File: src/fpa_pkg.sv
// ----------------------------------------------------------------------------
// fpa_pkg
// Shared types and constants for the fixed-point ALU.
// ----------------------------------------------------------------------------
package fpa_pkg;

  localparam int unsigned FRACTION_BITS = 8;
  localparam int unsigned NUM_W         = 32 + FRACTION_BITS;

  typedef enum logic [3:0] {
    CMD_ADD      = 4'd0,
    CMD_SUB      = 4'd1,
    CMD_MUL      = 4'd2,
    CMD_DIV      = 4'd3,
    CMD_MIN      = 4'd4,
    CMD_MAX      = 4'd5,
    CMD_TO_INT   = 4'd6,
    CMD_FROM_INT = 4'd7,
    CMD_INC      = 4'd8,
    CMD_DEC      = 4'd9
  } cmd_e;

  typedef struct packed {
    logic        [3:0]  command;
    logic signed [31:0] operand_a;
    logic signed [31:0] operand_b;
  } in_t;

  typedef struct packed {
    logic signed [31:0] value;
    logic               a_less;
    logic               a_equal;
    logic               a_greater;
    logic               divide_by_zero;
  } out_t;

  typedef struct packed {
    logic              valid;
    logic              is_div;
    logic              neg;
    logic [31:0]       rem;
    logic [NUM_W-1:0]  num;
    logic [31:0]       den;
    out_t              res;
  } stage_t;

endpackage

File: src/fpa_front.sv
// ----------------------------------------------------------------------------
// fpa_front
// Decodes an item, computes all non-divide results combinationally and sets up the divider.
// ----------------------------------------------------------------------------
module fpa_front (
  input  logic          valid_i,
  input  fpa_pkg::in_t  item_i,
  output fpa_pkg::stage_t stage_o
);
  import fpa_pkg::*;

  logic signed [31:0] a, b;
  logic signed [63:0] prod;
  logic signed [63:0] prod_sh;
  logic        [31:0] abs_a, abs_b;
  logic        [31:0] val;
  logic               lt, eq, gt;
  cmd_e               cmd;

  assign a       = item_i.operand_a;
  assign b       = item_i.operand_b;
  assign cmd     = cmd_e'(item_i.command);
  assign prod    = a * b;
  assign prod_sh = prod >>> FRACTION_BITS;
  assign abs_a   = a[31] ? 32'(-a) : 32'(a);
  assign abs_b   = b[31] ? 32'(-b) : 32'(b);
  assign lt      = a < b;
  assign eq      = a == b;
  assign gt      = a > b;

  always_comb begin
    unique case (cmd)
      CMD_ADD:      val = 32'(a + b);
      CMD_SUB:      val = 32'(a - b);
      CMD_MUL:      val = prod_sh[31:0];
      CMD_MIN:      val = lt ? a : b;
      CMD_MAX:      val = gt ? a : b;
      CMD_TO_INT:   val = 32'(a >>> FRACTION_BITS);
      CMD_FROM_INT: val = 32'(a <<< FRACTION_BITS);
      CMD_INC:      val = 32'(a + 32'sd1);
      CMD_DEC:      val = 32'(a - 32'sd1);
      default:      val = '0;
    endcase
  end

  always_comb begin
    stage_o                    = '0;
    stage_o.valid              = valid_i;
    stage_o.is_div             = (cmd == CMD_DIV) && (b != 32'sd0);
    stage_o.neg                = a[31] ^ b[31];
    stage_o.rem                = '0;
    stage_o.num                = NUM_W'(abs_a) << FRACTION_BITS;
    stage_o.den                = abs_b;
    stage_o.res.value          = val;
    stage_o.res.a_less         = lt;
    stage_o.res.a_equal        = eq;
    stage_o.res.a_greater      = gt;
    stage_o.res.divide_by_zero = (cmd == CMD_DIV) && (b == 32'sd0);
  end

endmodule

File: config.mk
export PLATFORM = sky130hd
export DESIGN_NAME = fpa_front
export DESIGN_NICKNAME = d
export VERILOG_FILES = /design/src/fpa_pkg.sv /design/src/fpa_front.sv
export SDC_FILE = /design/constraint.sdc
export NUM_CORES = 2
export LEC_CHECK = 0
export BUFFER_PORTS_ARGS = -buffer_cell sky130_fd_sc_hd__buf_2
export CORE_ASPECT_RATIO = 1.1
export CORE_MARGIN = 10
export CORE_UTILIZATION = 45
export DETAILED_ROUTE_END_ITERATION = 16
export PLACE_DENSITY = 0.6
export SYNTH_ARGS = -nofsm -noshare
export SYNTH_HDL_FRONTEND = slang
export SYNTH_SLANG_ARGS = --single-unit
export TNS_END_PERCENT = 1
File: constraint.sdc
create_clock -name vclk -period 22
set_input_delay 2.2 -clock vclk [all_inputs]
set_output_delay 2.2 -clock vclk [all_outputs]
set_load 0.02 [all_outputs]
==> impl_metrics.yaml <==
critical_path:
  slowest_delay_ns: 1.11
  critical_path.most_common_cell: "fa_1"
  cp_max_fo: 19
  cp.arrival_ns: 10.72
  crit_slowest_cell: "a2111oi_1"
  critical_path_class: "input pin to primary output"
  worst_setup_path_start_kind: "input pin"
  crit_required_ns: 19.80
  crit_chain: "buf_2, buf_4, nand2_1, fa_1, fa_1, fa_1, inv_1, fa_1, fa_1, fa_1, fa_1, fa_1, ha_1, a2111oi_0, o21ai_0, a31oi_1, nor3b_1, a2111oi_1, nor3_1, o21ai_0, a21oi_1, or3_1, buf_2"
  cp-end-kind: "primary output"
detailed_routing:
  num_vias: 24950
  drc_errors: 0
  routed_wl_um: 104000
  postRouteAntennaNets: 0
  via_per_inst: 5.64
  wl_per_cell_um: 23.6
  drt-pass1-iter-count: 7
  drtIter0Drc: 2022
global_route:
  grt_max_degree: 46
  grt_pass1_vias: 26745
  grt_overflow_total: 0
  antenna_found_initial: 7
  grt_pass1_wl_um: 160000
  track_usage: 0.269
logic_synthesis:
  netlist_top_cells_count: "701 x inv_1, 644 x fa_1, 406 x and2_1"
  synth_top_area_frac: 0.426
  yosys_warnings: 0
  synthCells: 3577
  synthDistinctLibCells: 85
  yosysTopAreaCell: "fa_1"
  avgSynthCellArea_um2: 8.46
  netlist_area_mm2: 0.0303
  seq_area_frac_synth: 0
  yosys-top-cells-area: "fa_1 43%, ha_1 9.9%, inv_1 8.7%, and2_1 8.4%, xnor2_1 4.9%"
  synth_most_common_cell: "inv_1"
timing:
  slew_viol_final: 0
  setup_tns_ns: 0
  fin_crit_ns: 12.92
  worst_slew_pin_slew_ns: 1.28
  hold_viol: 0
  finalSetupViolations: 0
  fin_crit_sh: 0.587
  slew_headroom: 0.143
  rsz0062_at_grt: "false"
  fmax_ghz: 0.0774
cells_and_area:
  layout-drive-gt1-share: 0.0710
  seqCellArea_um2: 0
  nClkBuffers: 0
  nFlopsAndLatches: 0
  fin_cells: 4424
  n_fill_cell: 6640
  finalNetCount: 4519
  area.growth.synth_to_final_pct: 4.06
floorplanning:
  die-area_mm2: 0.0780
  die_w_um: 267
  core_mm2: 0.0665
  die_height_um: 292
  io_pins: 212
  initial_core_util: 0.455
  rows: 99
place:
  gp_congestion: 0.943
  dp.cells: 4422
  port_buffers: 170
  dp_hpwl_um: 78400
clock_tree:
  ctsResizeCount: 0
  cts_setup_buffers: 0
  hold_buffers: 0
flow_run:
  cap_viol_max_count: 0
hold_path:
  hold_class: "input pin to primary output"
outcome:
  outcome: "finished, final reports clean"
## metal layers
layer / global-route usage / up-vias / wire length, µm
li1: - / 10880 / -
met1: 0.317 / 12615 / 38400
met3: 0.0521 / 314 / 8920
met4: 0.129 / 2 / 6340
met2: 0.463 / 1139 / 50800
met5: 0 / - / 7
## through the flow
stage / setup slack (ns) / hold WS, ns / cell area, µm² / util
after global placement: 9.13 / 4.40 / 31500 / 0.473
after detailed placement: 9.15 / 4.40 / 31500 / 0.473
after floorplan: 10.48 / 4.48 / 30400 / -
after CTS: 9.13 / 4.40 / 31500 / 0.473
after global routing: 8.66 / 4.40 / 31500 / 0.473
final: 9.08 / 4.40 / 31500 / 0.473
## final cells by class
type	instances	area, µm²	share of cell area
timing repair buffer	219	1220	0.0387
tap	858	1070	0.0341
antenna	2	5.00	0.000159
inverter	703	2640	0.0838
multi-input combinational	2642	26600	0.843
## worst max-delay path: cells and delay by family
| kind | cells | cell delay [ns] |
|---|---|---|
| adder cells (fa/ha/maj) | 9 | 4.26 |
| buffers and inverters | 4 | 1.08 |
| AO/OA/AOI/OAI | 6 | 2.21 |
| AND/OR/NAND/NOR | 4 | 0.91 |
## cell families (layout without fill, tap and decap cells)
kind of cell	Yosys count	in the layout	synth area share
other	1	42	0.000124
AOI/OAI and AO/OA	422	422	0.0969
buffers and inverters	974	922	0.128
and+or+nand+nor	1071	1071	0.185
muxes	9	9	0.00302
xor gates and xnor gates	216	216	0.0625
adders and majority gates	884	884	0.525
## placed cells by master, fill, tap and decap left out, drive strengths merged, types with 6 or more instances in the layout
cell,n
a211oi,10
a21o,33
a21oi,100
a221o,20
a221oi,20
a222oi,15
a22oi,12
a31oi,11
and2,407
and3,14
buf,219
conb,40
fa,644
ha,240
inv,703
mux2i,8
nand2,372
nand2b,23
nand3,26
nand3b,8
nand4,20
nor2,107
nor2b,8
nor3,25
nor4,8
o211ai,15
o21a,16
o21ai,80
o21bai,13
o221ai,10
o31a,6
o31ai,13
or2,10
or3,22
or4,11
xnor2,171
xor2,45
## final timing paths
| kind | from | end | slack, ns | cells after the start |
|---|---|---|---|---|
| worst max-delay path | item_i[9] | stage_o[31] | 9.08 | 23 |
| worst min-delay path | valid_i | stage_o[142] | 4.40 | 0 |
Power is not shown: default switching activity piles up to over one toggle a cycle in this logic, so the estimate is an artifact.
