$ cat src/fpa_pkg.sv
// ----------------------------------------------------------------------------
// fpa_pkg
// Shared types and constants for the fixed-point ALU.
// ----------------------------------------------------------------------------
package fpa_pkg;

  localparam int unsigned FRACTION_BITS = 8;
  localparam int unsigned NUM_W         = 32 + FRACTION_BITS;

  typedef enum logic [3:0] {
    CMD_ADD      = 4'd0,
    CMD_SUB      = 4'd1,
    CMD_MUL      = 4'd2,
    CMD_DIV      = 4'd3,
    CMD_MIN      = 4'd4,
    CMD_MAX      = 4'd5,
    CMD_TO_INT   = 4'd6,
    CMD_FROM_INT = 4'd7,
    CMD_INC      = 4'd8,
    CMD_DEC      = 4'd9
  } cmd_e;

  typedef struct packed {
    logic        [3:0]  command;
    logic signed [31:0] operand_a;
    logic signed [31:0] operand_b;
  } in_t;

  typedef struct packed {
    logic signed [31:0] value;
    logic               a_less;
    logic               a_equal;
    logic               a_greater;
    logic               divide_by_zero;
  } out_t;

  typedef struct packed {
    logic              valid;
    logic              is_div;
    logic              neg;
    logic [31:0]       rem;
    logic [NUM_W-1:0]  num;
    logic [31:0]       den;
    out_t              res;
  } stage_t;

endpackage

$ cat src/fpa_cell.sv
// ----------------------------------------------------------------------------
// fpa_cell
// One restoring-division step: shifts in a numerator bit, emits a quotient bit.
// ----------------------------------------------------------------------------
module fpa_cell (
  input  logic            clk_i,
  input  logic            rst_ni,
  input  fpa_pkg::stage_t stage_i,
  output fpa_pkg::stage_t stage_o
);
  import fpa_pkg::*;

  logic [32:0] trial, diff;
  logic        ge;
  logic        valid_q;
  stage_t      stage_d, stage_q;

  assign trial = {stage_i.rem, stage_i.num[NUM_W-1]};
  assign diff  = trial - {1'b0, stage_i.den};
  assign ge    = trial >= {1'b0, stage_i.den};

  always_comb begin
    stage_d     = stage_i;
    stage_d.rem = ge ? diff[31:0] : trial[31:0];
    stage_d.num = {stage_i.num[NUM_W-2:0], ge};
  end

  always_ff @(posedge clk_i or negedge rst_ni) begin
    if (!rst_ni) begin
      valid_q <= 1'b0;
    end else begin
      valid_q <= stage_d.valid;
    end
  end

  // payload needs no reset; only the valid bit is cleared
  always_ff @(posedge clk_i) begin
    stage_q <= stage_d;
  end

  always_comb begin
    stage_o       = stage_q;
    stage_o.valid = valid_q;
  end

endmodule

$ cat config.mk
export PLATFORM = sky130hd
export DESIGN_NAME = fpa_cell
export DESIGN_NICKNAME = d
export VERILOG_FILES = /design/src/fpa_pkg.sv /design/src/fpa_cell.sv
export SDC_FILE = /design/constraint.sdc
export NUM_CORES = 1
export LEC_CHECK = 0
export ABC_CLOCK_PERIOD_IN_PS = 1230
export BUFFER_PORTS_ARGS = -buffer_cell sky130_fd_sc_hd__buf_2
export CELL_PAD_IN_SITES_DETAIL_PLACEMENT = 1
export CELL_PAD_IN_SITES_GLOBAL_PLACEMENT = 2
export CORE_MARGIN = 2
export CORE_UTILIZATION = 27
export DETAILED_ROUTE_END_ITERATION = 16
export GPL_ROUTABILITY_DRIVEN = 1
export GPL_TIMING_DRIVEN = 1
export PLACE_DENSITY_LB_ADDON = 0.05
export SETUP_SLACK_MARGIN = 0.05
export SYNTH_ARGS = -nofsm -noshare
export SYNTH_HDL_FRONTEND = slang
export SYNTH_SLANG_ARGS = --single-unit
$ cat constraint.sdc
create_clock -name clk_i -period 1.23 [get_ports clk_i]
set_input_delay 0.123 -clock clk_i [delete_from_list [all_inputs] [get_ports clk_i]]
set_output_delay 0.123 -clock clk_i [all_outputs]
set_load 0.02 [all_outputs]
==> flow_summary.toml <==
[yosys]
synth.area.top_cells = "dfxtp_1 55%, ha_1 7.7%, a21oi_1 5.2%"
async_flop_share_pct = 0.699
syn_avg_cell_area_um2 = 10.3
synth-seq-area-share_pct = 55.1
netlist_area_mm2 = 0.00520
synth_flop_cell = "dfxtp_1"
synth_top_cell_by_area = "dfxtp_1"
ys_warn_count = 0
synth.most_common_cell = "dfxtp_1"
syn_nets = 681
synth.top_cell.area_share_pct = 54.6
synth_edf_count = 0
ys_ff_latch = 143
synth.distinct_cells = 50
postSynthCellCount = 503
synth_commonest_cells = "142 x dfxtp_1, 54 x a21oi_1, 46 x inv_1"

[setup_path]
cp.arrival_ps = 2370
required_ps = 1540
start_kind = "primary input"
timing.critical_path.fanout_max = 11
cp_cell_sequence = "buf_8 -> inv_6 -> ha_4 -> and3_4 -> o21a_1 -> a311oi_2 -> o21ai_2 -> or3b_4 -> o21a_4 -> buf_12 -> mux2_4"
slowest_stage = "or3b_4"
worstSetupPathType = "in -> reg"
path_buf_inv = 3
endpoint_kind = "register"
cp_slowest_stage_delay_ps = 390
critPathTopFamily = "compound AO/OA/AOI/OAI gates"

[placement]
gp_congestion = 0.780
dpl.hpwl_mm = 15.8
pre_cts_slack_ps = -1510
placed_cell_area_mm2 = 0.00767
port-buffer-count = 287

[sta]
finalWorstSetupSlack_ps = -838
final_max_slew_viol_count = 0
final_hold_viol_count = 0
setup_viol = 33
rsz0062_at_grt = "yes"
relSlewSlack_pct = 73.0
finalCriticalPeriod_ps = 2070
timing.hold.ws_ps = 34.2
fmax_mhz = 484
worst_pin_slew_ps = 401
finalCritPeriodShare_pct = 168

[outcome]
violations = "setup timing"
outcome = "finished, violations left"

[floorplan]
start_util_pct = 27.6
dieArea_mm2 = 0.0204
boundaryPins = 288
rows = 50
die_h_um = 143
core_mm2 = 0.0188
dieWidth_um = 143

[final_layout]
layout-drive-gt1-share_pct = 50.4
fin_area_mm2 = 0.0104
num-fill-cells = 2142
finish.utilization_pct = 55.1
area_growth_pct = 99.4
layout.nets = 1219

[grt]
first_global_vias = 6334
antenna_found_initial = 4
grt_usage_pct = 22.5
grt_overflow = 0
grt_first_pass_wirelength_mm = 34.9
grt_max_degree = 23

[route]
drt_iter0_drc = 139
dr.pass1.iters = 4
vias = 5748
postRouteAntennaNets = 0
routed_wl_mm = 23.6
viasPerCell = 4.36
routedWlPerCell_um = 17.9
drc_errors = 0

[hold_path]
min_path_cells = 3
worst_hold_path_type = "in -> reg"
whs_endpoint = "stage_o[138]"
hp-start = "stage_i[137]"

[power]
powerDensity_mw_per_mm2 = 1420
p_leak_uw = 0.00495
power_uw = 14700
irDropWorstVdd_mv = 0.929

[cts]
numCtsBuffers = 17
root_buffer = "clkbuf_16"
cts_sinks = 143
cts_tree = "yes"
cts-htree-levels = 4
clk_pin_slew_ps = 60
clock_path_buffers = 2

[job]
cap_violations = 0
[power breakdown]
group,internal (µW),switching (µW)
combinational,1970,2130
sequential,5070,115
clock,3090,2310
total,10100,4550
[routing by layer]
| metal | up-vias | global-route usage [%] | routed length (µm) |
|---|---|---|---|
| li1 | 2795 | - | - |
| met1 | 2724 | 23.9 | 9140 |
| met2 | 185 | 41.6 | 12400 |
| met3 | 40 | 6.10 | 1230 |
| met4 | 4 | 9.85 | 754 |
| met5 | - | 0 | 27 |
[cell families (layout without fill, tap and decap cells)]
group | after synthesis | in the layout | synth area share [%]
and+or+nand+nor | 107 | 107 | 10.1
AOI/OAI and AO/OA | 120 | 120 | 14.1
adders and majority gates | 33 | 33 | 8.08
xor gates and xnor gates | 26 | 26 | 4.38
buffers and inverters | 64 | 615 | 5.60
other | 0 | 3 | 0
muxes | 10 | 10 | 2.69
DFF | 143 | 143 | 55.1
[how the worst max path moves through the flow]
stage,start,endpoint,slack [ps],cells past startpoint
5_1_grt,stage_i[41],stage_o[113],-870,13
4_1_cts,stage_i[130],stage_o[122],-790,10
6_report,stage_i[59],stage_o[112],-840,11
2_1_floorplan,stage_i[130],stage_o[112],-1020,10
3_3_place_gp,stage_i[38],stage_o[134],-1400,13
3_5_place_dp,stage_i[107],stage_o[138],-1510,13
[repair_timing]
action / 4_1_cts / 5_1_grt
gates resized for setup: 53 / 62
pin swaps: 12 / 17
gates cloned: 2 / 2
buffers inserted: 7 / 4
hold endpoints to repair: 137 / 0
hold buffers: 138 / 0
setup endpoints to repair: 33 / 33
[state kept, by name (all words and copies together), names as in the netlist]
signal and count:
stage_o 142, valid_q 1
[stage by stage]
| stage | TNS, ps | cells |
|---|---|---|
| floorplan | -32540 | 503 |
| global placement | -41330 | 1129 |
| detailed placement | -42410 | 1129 |
| CTS | -24030 | 1308 |
| global route | -27380 | 1315 |
| finish | -25920 | 1317 |
[placed cells by master (no fill, tap or decap), drive strengths merged, types with 3 or more instances in the layout]
master | Yosys | routed
diode | 0 | 3
nor3 | 3 | 3
a21o | 8 | 8
nand2b | 7 | 7
nand3 | 8 | 8
nand4 | 8 | 8
o21bai | 5 | 5
mux2 | 8 | 8
a2111oi | 4 | 4
clkbuf | 6 | 18
and2 | 3 | 3
dfxtp | 142 | 142
xor2 | 10 | 10
ha | 32 | 32
o31ai | 7 | 7
a211oi | 3 | 3
o21a | 6 | 6
o21ai | 21 | 21
buf | 12 | 398
inv | 46 | 55
dlygate4sd3 | 0 | 138
nor2 | 37 | 37
a21oi | 55 | 55
nand2 | 24 | 24
clkinv | 0 | 3
xnor2 | 16 | 16
[area by class of cell]
class	instances	area [µm²]	share of cell area, %
antenna	3	7.51	0.0724
clock buffer	17	425	4.10
clock inverter	15	186	1.80
inverter	46	178	1.71
multi-input combinational	296	2580	24.9
sequential	143	2870	27.6
tap	260	325	3.14
timing repair buffer	537	3800	36.6
No activity file was read; power rests on OpenSTA's default activity.
